===== src/rtl/core/psa_pkg.sv =====
// Package for the packet slot allocator: pool size, field widths, codes,
// item and result structs, controller states and control struct.
// No dependencies.
package psa_pkg;

  localparam int SLOTS   = 16;
  localparam int SLOT_W  = (SLOTS > 1) ? $clog2(SLOTS) : 1;
  localparam int CNT_W   = $clog2(SLOTS + 1);
  localparam int SIZE_W  = 24;
  localparam int REL_W   = 8;
  localparam int GRANT_W = 4;
  localparam int COUNT_W = 5;

  localparam logic [SIZE_W-1:0] DEFAULT_SIZE_RST = SIZE_W'(4096);

  typedef enum logic [1:0] {
    CMD_ACQUIRE  = 2'd0,
    CMD_RELEASE  = 2'd1,
    CMD_INIT     = 2'd2,
    CMD_SHUTDOWN = 2'd3
  } psa_cmd_t;

  typedef enum logic [1:0] {
    ST_OK       = 2'd0,
    ST_NOT_INIT = 2'd1,
    ST_NO_FREE  = 2'd2,
    ST_BAD_SLOT = 2'd3
  } psa_status_t;

  typedef struct packed {
    psa_cmd_t           cmd;
    logic [SIZE_W-1:0]  request_size;
    logic [REL_W-1:0]   release_slot;
  } psa_req_t;

  typedef struct packed {
    psa_status_t         status;
    logic [GRANT_W-1:0]  granted_slot;
    logic                new_buffer;
    logic [SIZE_W-1:0]   buffer_size;
    logic [COUNT_W-1:0]  active_count;
    logic [COUNT_W-1:0]  peak_count;
  } psa_res_t;

  typedef enum logic {
    FSM_IDLE = 1'b0,
    FSM_EXEC = 1'b1
  } psa_state_t;

  typedef struct packed {
    logic load;
    logic exec;
  } psa_ctl_t;

endpackage


===== src/rtl/core/packet_slot_allocator.sv =====
// Top level of the packet slot allocator: controller plus datapath.
// Depends on psa_pkg, psa_ctrl, psa_dpath.
//
//   channel   ports                          accepted when
//   item      start, busy, request           start && !busy
//   result    done, result                   done (one cycle, no stall)
//   config    cfg_valid, cfg_ready, cfg_data cfg_valid && cfg_ready
//
// An item executes the cycle after it is taken, and its result is shown with
// done in the cycle after that, while the next item may already be taken. No
// new item is taken while the single execute state of the sequencer holds busy.
// Reset is synchronous; after it the pool is not ready and the default size is
// 4096. The receiver cannot stall results.
module packet_slot_allocator import psa_pkg::*; (
  input  logic              clk,
  input  logic              rst,
  input  logic              start,
  output logic              busy,
  input  psa_req_t          request,
  output logic              done,
  output psa_res_t          result,
  input  logic              cfg_valid,
  output logic              cfg_ready,
  input  logic [SIZE_W-1:0] cfg_data
);

  psa_ctl_t ctl;

  assign cfg_ready = ~busy;

  psa_ctrl u_ctrl (
    .clk   (clk),
    .rst   (rst),
    .start (start),
    .busy  (busy),
    .done  (done),
    .ctl   (ctl)
  );

  psa_dpath u_dpath (
    .clk      (clk),
    .rst      (rst),
    .ctl      (ctl),
    .request  (request),
    .cfg_we   (cfg_valid && cfg_ready),
    .cfg_data (cfg_data),
    .result   (result)
  );

endmodule


===== src/rtl/core/psa_ctrl.sv =====
// Controller for the packet slot allocator: two-state sequencer plus done strobe.
// Depends on psa_pkg.
module psa_ctrl import psa_pkg::*; (
  input  logic     clk,
  input  logic     rst,
  input  logic     start,
  output logic     busy,
  output logic     done,
  output psa_ctl_t ctl
);

  psa_state_t state, state_next;
  logic       done_next;

  always_ff @(posedge clk) begin
    if (rst) begin
      state <= FSM_IDLE;
      done  <= 1'b0;
    end else begin
      state <= state_next;
      done  <= done_next;
    end
  end

  always_comb begin
    state_next = state;
    unique case (state)
      FSM_IDLE: begin
        if (start) state_next = FSM_EXEC;
      end
      FSM_EXEC: begin
        state_next = FSM_IDLE;
      end
      default: state_next = FSM_IDLE;
    endcase
  end

  always_comb begin
    busy      = (state == FSM_EXEC);
    ctl.load  = start && (state == FSM_IDLE);
    ctl.exec  = (state == FSM_EXEC);
    done_next = (state == FSM_EXEC);
  end

  a_exec_then_done: assert property (@(posedge clk) disable iff (rst)
    ctl.exec |=> done) else $error("result strobe missing after execute");
  a_done_single: assert property (@(posedge clk) disable iff (rst)
    done |-> !$past(done)) else $error("result strobe held two cycles");

endmodule


===== src/rtl/core/psa_dpath.sv =====
// Datapath for the packet slot allocator: slot bitmap, capacity store,
// counters, default size register, first-free search and result register.
// Depends on psa_pkg.
module psa_dpath import psa_pkg::*; (
  input  logic              clk,
  input  logic              rst,
  input  psa_ctl_t          ctl,
  input  psa_req_t          request,
  input  logic              cfg_we,
  input  logic [SIZE_W-1:0] cfg_data,
  output psa_res_t          result
);

  psa_req_t           req_q;
  psa_res_t           res, res_next;
  logic [SIZE_W-1:0]  default_size;
  logic [SLOTS-1:0]   busy_bits, busy_bits_next;
  logic [SLOTS-1:0]   cap_valid, cap_valid_next;
  logic [SIZE_W-1:0]  cap_mem [SLOTS];
  logic [SIZE_W-1:0]  cap_q;
  logic [CNT_W-1:0]   active, active_next;
  logic [CNT_W-1:0]   peak, peak_next;
  logic               pool_ready, pool_ready_next;

  logic               free_found;
  logic [SLOT_W-1:0]  free_idx;
  logic [SIZE_W-1:0]  need, cap_rd, new_cap;
  logic               realloc, cap_we;
  logic [SLOT_W-1:0]  rel_idx;
  logic               rel_ok;

  // first free slot, lowest index wins
  always_comb begin
    free_found = 1'b0;
    free_idx   = '0;
    for (int i = SLOTS - 1; i >= 0; i--) begin
      if (!busy_bits[i]) begin
        free_found = 1'b1;
        free_idx   = SLOT_W'(i);
      end
    end
  end

  // bitmap only changes on execute, so the slot read at load is the one granted
  assign need    = (req_q.request_size != '0) ? req_q.request_size : default_size;
  assign cap_rd  = cap_valid[free_idx] ? cap_q : '0;
  assign realloc = (cap_rd == '0) || (cap_rd < need);
  assign new_cap = realloc ? need : cap_rd;
  assign rel_idx = req_q.release_slot[SLOT_W-1:0];
  assign rel_ok  = ({1'b0, req_q.release_slot} < (REL_W + 1)'(SLOTS)) && busy_bits[rel_idx];

  always_comb begin
    busy_bits_next  = busy_bits;
    cap_valid_next  = cap_valid;
    active_next     = active;
    peak_next       = peak;
    pool_ready_next = pool_ready;
    cap_we          = 1'b0;
    res_next        = '0;
    res_next.status = ST_OK;
    priority if (req_q.cmd == CMD_INIT || req_q.cmd == CMD_SHUTDOWN) begin
      busy_bits_next  = '0;
      cap_valid_next  = '0;
      active_next     = '0;
      peak_next       = '0;
      pool_ready_next = (req_q.cmd == CMD_INIT);
    end else if (!pool_ready) begin
      res_next.status = ST_NOT_INIT;
    end else if (req_q.cmd == CMD_ACQUIRE) begin
      if (free_found) begin
        cap_we                   = 1'b1;
        busy_bits_next[free_idx] = 1'b1;
        cap_valid_next[free_idx] = 1'b1;
        active_next              = CNT_W'(active + 1'b1);
        if (active_next > peak) peak_next = active_next;
        res_next.granted_slot    = GRANT_W'(free_idx);
        res_next.new_buffer      = realloc;
        res_next.buffer_size     = new_cap;
      end else begin
        res_next.status = ST_NO_FREE;
      end
    end else begin
      if (rel_ok) begin
        busy_bits_next[rel_idx] = 1'b0;
        if (active != '0) active_next = CNT_W'(active - 1'b1);
      end else begin
        res_next.status = ST_BAD_SLOT;
      end
    end
    res_next.active_count = COUNT_W'(active_next);
    res_next.peak_count   = COUNT_W'(peak_next);
  end

  always_ff @(posedge clk) begin
    if (rst) begin
      busy_bits    <= '0;
      cap_valid    <= '0;
      active       <= '0;
      peak         <= '0;
      pool_ready   <= 1'b0;
      default_size <= DEFAULT_SIZE_RST;
    end else begin
      if (cfg_we) default_size <= cfg_data;
      if (ctl.exec) begin
        busy_bits  <= busy_bits_next;
        cap_valid  <= cap_valid_next;
        active     <= active_next;
        peak       <= peak_next;
        pool_ready <= pool_ready_next;
      end
    end
  end

  always_ff @(posedge clk) begin
    if (ctl.load) req_q <= request;
    if (ctl.load) cap_q <= cap_mem[free_idx];
    if (ctl.exec) res <= res_next;
    if (ctl.exec && cap_we) cap_mem[free_idx] <= new_cap;
  end

  assign result = res;

  a_active_le_peak: assert property (@(posedge clk) disable iff (rst)
    active <= peak) else $error("active count above peak");
  a_active_matches_bitmap: assert property (@(posedge clk) disable iff (rst)
    CNT_W'($countones(busy_bits)) == active) else $error("active count off bitmap");
  a_idle_pool_empty: assert property (@(posedge clk) disable iff (rst)
    !pool_ready |-> (busy_bits == '0)) else $error("busy slot in pool not ready");
  a_busy_has_cap: assert property (@(posedge clk) disable iff (rst)
    (busy_bits & ~cap_valid) == '0) else $error("busy slot without capacity");

endmodule

===== config.mk =====
export PLATFORM = sky130hd
export DESIGN_NAME = packet_slot_allocator
export DESIGN_NICKNAME = d
export VERILOG_FILES = /design/src/rtl/core/psa_pkg.sv /design/src/rtl/core/packet_slot_allocator.sv /design/src/rtl/core/psa_ctrl.sv /design/src/rtl/core/psa_dpath.sv
export SDC_FILE = /design/constraint.sdc
export NUM_CORES = 1
export LEC_CHECK = 0
export BUFFER_PORTS_ARGS = -buffer_cell sky130_fd_sc_hd__buf_2
export CORE_MARGIN = 2
export CORE_UTILIZATION = 46
export CTS_CLUSTER_SIZE = 40
export DETAILED_ROUTE_END_ITERATION = 10
export PLACE_DENSITY = 0.7
export SLEW_MARGIN = 20
export SYNTH_ARGS = -nofsm -noshare
export SYNTH_HDL_FRONTEND = slang
export SYNTH_HIERARCHICAL = 1
export SYNTH_SLANG_ARGS = --single-unit

===== constraint.sdc =====
create_clock -name clk -period 6.6 [get_ports clk]
set_input_delay 0.99 -clock clk [delete_from_list [all_inputs] [get_ports clk]]
set_output_delay 0.99 -clock clk [all_outputs]
set_load 0.05 [all_outputs]

* Word level (Yosys, flattened, before mapping)
Memory sizes are Yosys's and may differ from the RTL's. A register that Yosys moved wholly into a read port is not among the register bits.
Cells that the tools add are included.
** Storage, ports and cells
- Register bits after elaboration :: 144
- Memories kept :: 1
- Bits in writable memories :: 384
- Logic and storage cells :: 135
- Input port bits :: 62
** Memories
- u_dpath.cap_mem :: words 16, bits a word 24, rd ports 1, clocked after memory_dff 1, wr ports 1, line psa_dpath.sv:19 : logic [SIZE_W-1:0] cap_mem [SLOTS];
** Cells by class
- Reductions and logical operators :: 21
- Mux-type cells :: 75
- Bitwise gates (word level) :: 8
- Equal/unequal tests :: 3
- Add/sub/neg operators :: 2
- Order comparisons :: 7
** Operators with widths (count)
- 2-to-1 mux 16 bit :: 9
- 2-to-1 mux 24 bit :: 3
- 2-to-1 mux 4 bit :: 16
- 2-to-1 mux 5 bit :: 11
- bitwise OR 16 bit :: 2
- 2-to-1 mux 1 bit :: 28
- logical NOT 24 bit :: 1
- < comparator 24 bit :: 1
- nonzero test 24 bit :: 1
- bitwise AND 16 bit :: 1
- NOT 16 bit :: 1
- < comparator 4 x 5 -> 1 bit, second input constant :: 2
- binary-select mux 1 bit (select 4 bit) :: 2
- demux 1 bit (select 4 bit) :: 2
- greater-or-equal comparator 4 x 1 -> 1 bit, second input constant :: 2
- < comparator 8 x 5 -> 1 bit, second input constant :: 1
- AND reduction 4 bit :: 2
- logical AND 1 bit :: 6
- 2-to-1 mux 2 bit :: 3
- nonzero test 2 bit :: 3
- adder 5 x 1 -> 5 bit, second input constant :: 1
- greater-than comparator 5 bit :: 1
- nonzero test 5 bit :: 1
- subtractor 5 x 1 -> 5 bit, second input constant :: 1
- 10 further kinds :: 15

* Longest topological paths before layout
- Depth in word-level cells :: 25
- Mapped depth :: 23

* Modules after synthesis
Netlist, hierarchy kept.
** By module, submodules not included
- psa_dpath :: area each 23059.6 µm², times used 1, cells an instance 1851
- psa_ctrl :: area each 75.1 µm², times used 1, cells an instance 6
- packet_slot_allocator :: area each 10.0 µm², times used 1, cells an instance 2

* Worst setup path before layout
No wires, ideal clock.
- Path type :: flip-flop to flip-flop
- Start :: reg u_dpath.busy_bits[11]
- End :: mem u_dpath.cap_mem[0][3], data pin
- Cell stages (with the launch flop) :: 21
- Buffers on the path :: 4
- Library setup time :: 0.291 ns
- Clock period less this slack :: 4.975 ns
- Setup slack :: 1.625 ns
- Data arrival time :: 4.683 ns
- Data required time :: 6.309 ns
- Cell sequence :: dfxtp_1 -> inv_2 -> o221a_2 -> o21a_1 -> buf_2 -> o21a_1 -> buf_6 -> o2111a_1 -> a211oi_1 -> clkbuf_1 -> and3_1 -> ha_1 -> a2111oi_0 -> nand2_1 -> a21oi_1 -> a21oi_1 -> a311oi_1 -> o2bb2ai_1 -> clkbuf_1 -> nor4_1 -> a21oi_1
** Between the ends
- Cells in the longest elaborated chain, start to end :: 18
- Elaborated cells on any way between the ends :: 19
** Ends and longest elaborated chain
- from (decl) :: line psa_dpath.sv:17 : logic [SLOTS-1:0] busy_bits, busy_bits_next;
- from (signal assigned) :: line psa_dpath.sv:105 : busy_bits <= busy_bits_next;
- 2-to-1 mux 4 bit * (12 in series) :: line psa_dpath.sv:37 : if (!busy_bits[i]) begin
- binary-select mux 1 bit (select 4 bit) * :: line psa_dpath.sv:46 : assign cap_rd = cap_valid[free_idx] ? cap_q : '0;
- 2-to-1 mux 1 bit (implied by the code) * :: line psa_dpath.sv:46
- 2-to-1 mux 24 bit * :: line psa_dpath.sv:46
- < comparator 24 bit or logical NOT 24 bit (tied branches) :: line psa_dpath.sv:47 : assign realloc = (cap_rd == '0) || (cap_rd < need);
- logical OR 1 bit :: line psa_dpath.sv:47
- 2-to-1 mux 24 bit * :: line psa_dpath.sv:48 : assign new_cap = realloc ? need : cap_rd;
- named net u_dpath.new_cap[3] :: line psa_dpath.sv:27 : logic [SIZE_W-1:0] need, cap_rd, new_cap;
- to (decl) :: line psa_dpath.sv:19
The timed path passes the listed nets; every way through them passes the cells marked *. The select of a mux whose other input is x is not followed.

* Worst setup path after layout
- Start :: reg u_dpath.busy_bits[0]
- End :: mem u_dpath.cap_mem[13][8], data pin
** Between the ends
- Cells in the longest elaborated chain, start to end :: 7
- Elaborated cells on any way between the ends :: 8
** Ends and longest elaborated chain (line)
- 2-to-1 mux 4 bit * :: psa_dpath.sv:37
- binary-select mux 1 bit (select 4 bit) * :: psa_dpath.sv:46
- 2-to-1 mux 1 bit (implied by the code) * :: psa_dpath.sv:46
- 2-to-1 mux 24 bit * :: psa_dpath.sv:46
- < comparator 24 bit or logical NOT 24 bit (tied branches) :: psa_dpath.sv:47
- logical OR 1 bit :: psa_dpath.sv:47
- 2-to-1 mux 24 bit * :: psa_dpath.sv:48
- named net u_dpath.new_cap[8] :: psa_dpath.sv:27
Marked as above.

==> flow_summary.yaml <==
timing:
  setup-tns-final_ps: 0
  period_minus_slack_ps: 6165
  setup_viol: 0
  clock_skew_ps: 19.74
  holdWs_ps: 468.1
  slew_violations: 0
  hold_viol_final: 0
  slew_headroom_pct: 26.48
  rsz0062_at_grt: "false"
  timing.fmax_mhz: 162.2
  setup_ws_ps: 434.5
  worst_pin_slew_ps: 1103
  post-route-period-util_pct: 93.42
grt:
  antenna_found_initial: 1
  first_global_vias: 15640
  grt_max_degree: 99
  grt_first_pass_wirelength_mm: 95.53
  grt_overflow: 0
  grt_usage_pct: 24.23
logic_synthesis:
  synth_edf_count: 483
  synth_xor_area_share_pct: 0.1892
  synth-compound-area-share_pct: 5.763
  ys_seq_area_share_pct: 68.63
  synth_top_family_by_area: "simple AND/OR/NAND/NOR gates"
  synth_cell_type_count: 56
  syn_avg_cell_area_um2: 12.45
  synth.area.mux_share_pct: 5.984
  synthCells: 1859
  syn_nets: 1951
  synthSimpleGateAreaFrac_pct: 15.57
  syn_area_um2: 23140
  ys_ff_latch: 552
  yosysWarnings: 6
  synth_fa_ha_area_share_pct: 1.622
  synth_flop_cell: "edfxtp_1"
  async_flop_share_pct: 0
floorplanning:
  die_x_um: 228.3
  dieArea_um2: 52130
  initial_core_util_pct: 46.42
  ios: 106
  die_h_um: 228.3
  core-area_um2: 49860
  rows: 82
power:
  combPwrFrac_pct: 4.3
  p_int_mw: 5.639
  sw_frac_of_total_pct: 21.57
  leakage_nw: 9.800
  p_seq_share_pct: 53.9
  power_density_nw_per_um2: 273.2
  p_clk_share_pct: 41.8
  irDropWorstVdd_mv: 0.1807
  p_switching_mw: 1.551
setup_path:
  end_kind: "flip-flop"
  path_class: "reg -> reg"
  cp_data_required_time_ps: 6840
  crit_fanout: 23
  start_kind: "flip-flop"
  cp.arrival_ps: 6410
cells_and_area:
  utilization_pct: 52.78
  n_antenna_cell: 0
  regArea_um2: 15890
  final_area_um2: 26320
  mostFrequentLayoutCells: "483 x edfxtp_1, 337 x nand2_1, 203 x nand3_1"
  final_nets: 2047
  drive_gt1_share_pct: 13.91
  multi_input_area_um2: 6897
  syn_to_final_growth_pct: 13.72
  fillCellCount: 4115
  final_common_cell: "edfxtp_1"
cts:
  clock_latency_ps: 610
  cts_hold_buffers: 0
  path_clk_slew_ps: 60
  cts_setup_buffers: 0
  cts_buffers: 53
  htreeDepth: 2
  cts_resized: 0
  cts_tree: "yes"
  root_buffer: "clkbuf_16"
  clkSinkCount: 552
  cts_max_path_buffers: 3
routing:
  vias: 16240
  vias_per_cell: 6.079
  drt-pass1-iter-count: 6
  drt-initial-drc-count: 1979
  wirelength_mm: 64.30
  route.detailed.wl_per_inst_um: 24.07
  ant_nets: 0
  route.detailed.drc: 0
placement:
  io_buffer_count: 105
  placed_area_um2: 24580
  gp_congestion: 0.8958
  post-place-ws_ps: 413.6
  place_hpwl_mm: 36.79
status:
  status: "finished clean"
worst_hold_path:
  hold_path_class: "reg -> reg"
job:
  max_cap_violations: 0
-- cells by family (layout without fill, tap and decap cells) --
kind of cell,Yosys count,in the layout
simple gates,796,796
flops,552,552
compound gates,214,214
mux,132,132
buf+inv,130,270
fa+ha+maj,30,30
xor+xnor,5,5
-- cell usage after synthesis, types with 3 or more instances --
cell type	n	area (um2)
a211oi_1	27	202.7
a21o_1	4	30.03
a21oi_1	92	460.4
a22oi_1	4	30.03
a311oi_1	3	26.28
a31oi_1	28	175.2
and2_1	4	25.02
and3_1	27	168.9
and4_1	4	35.03
buf_1	13	48.80
buf_2	5	25.02
clkbuf_1	92	345.3
dfxtp_1	69	1381
edfxtp_1	483	14500
ha_1	30	375.4
inv_1	15	56.30
mux2i_1	126	1261
mux4_2	5	112.6
nand2_1	339	1272
nand3_1	203	1016
nand4_1	36	225.2
nor2_1	107	401.6
nor2b_1	11	68.82
nor3_1	21	105.1
nor4_1	37	231.5
o211ai_1	6	45.04
o21a_1	8	60.06
o21ai_0	16	80.08
o22ai_1	3	18.77
xnor2_1	3	26.28
-- per-stage QoR --
step / power [mW] / instances
floorplan: 4.130 / 1859
global placement: 4.243 / 2572
detailed placement: 4.253 / 2572
CTS: 7.217 / 2671
global route: 7.392 / 2671
finish: 7.191 / 2671
-- per-layer routing --
metal  GRT usage (%)  wire (um)
met1           32.92      25520
met2           38.48      29880
met3           5.364       6920
met4           8.803       1967
met5               0          0
-- registers in the layout (all words and copies together), names as in the netlist --
register / flops
u_ctrl/busy: 1
u_ctrl/done: 1
u_dpath/active: 5
u_dpath/busy_bits: 16
u_dpath/cap_mem: 384
u_dpath/cap_q: 24
u_dpath/cap_valid: 16
u_dpath/default_size: 24
u_dpath/peak: 5
u_dpath/pool_ready: 1
u_dpath/rel_idx: 4
u_dpath/req_q: 30
u_dpath/result: 41
-- power groups by stage --
stage / sequential, mW / combinational, mW / clock [mW]
final: 3.88 / 0.308 / 3.00
after floorplan: 3.96 / 0.166 / 0
after detailed placement: 3.95 / 0.302 / 0
after CTS: 3.88 / 0.304 / 3.03
after global placement: 3.95 / 0.292 / 0
after global routing: 3.88 / 0.333 / 3.18
-- final timing paths --
path | start | endpoint | slack (ps) | cells after the start
setup / recovery | u_dpath/busy_bits[0]$_SDFFE_PP0P_ | u_dpath/cap_mem[13][8]$_DFFE_PP_ | 430 | 17
hold / removal | u_dpath/cap_valid[10]$_SDFFE_PP0P_ | u_dpath/cap_valid[10]$_SDFFE_PP0P_ | 470 | 2
setup reg to reg | u_dpath/busy_bits[0]$_SDFFE_PP0P_ | u_dpath/cap_mem[13][8]$_DFFE_PP_ | 430 | 17
hold reg to reg | u_dpath/cap_valid[10]$_SDFFE_PP0P_ | u_dpath/cap_valid[10]$_SDFFE_PP0P_ | 470 | 2
-- area by class of cell --
class | instances | share of cell area [%]
Inverter | 16 | 0.2282
Multi-Input combinational cell | 1177 | 26.20
Clock inverter | 35 | 1.298
Clock buffer | 64 | 5.196
Tap cell | 672 | 3.195
Timing Repair Buffer | 155 | 3.518
Sequential cell | 552 | 60.36
-- critical path, cell delays in order (launching register included) --
cell	delay, ps
dfxtp_1	580
and4_1	480
nand2_1	250
nor2_4	360
o311ai_0	200
a21oi_1	390
a211oi_4	180
and3_1	260
ha_1	310
a2111oi_0	620
nand2_1	110
a21oi_1	160
a21oi_1	90
a311oi_1	320
o2bb2ai_2	160
buf_4	340
nor4_1	110
a21oi_1	860
Note: power is estimated with default switching activity, not from simulation.
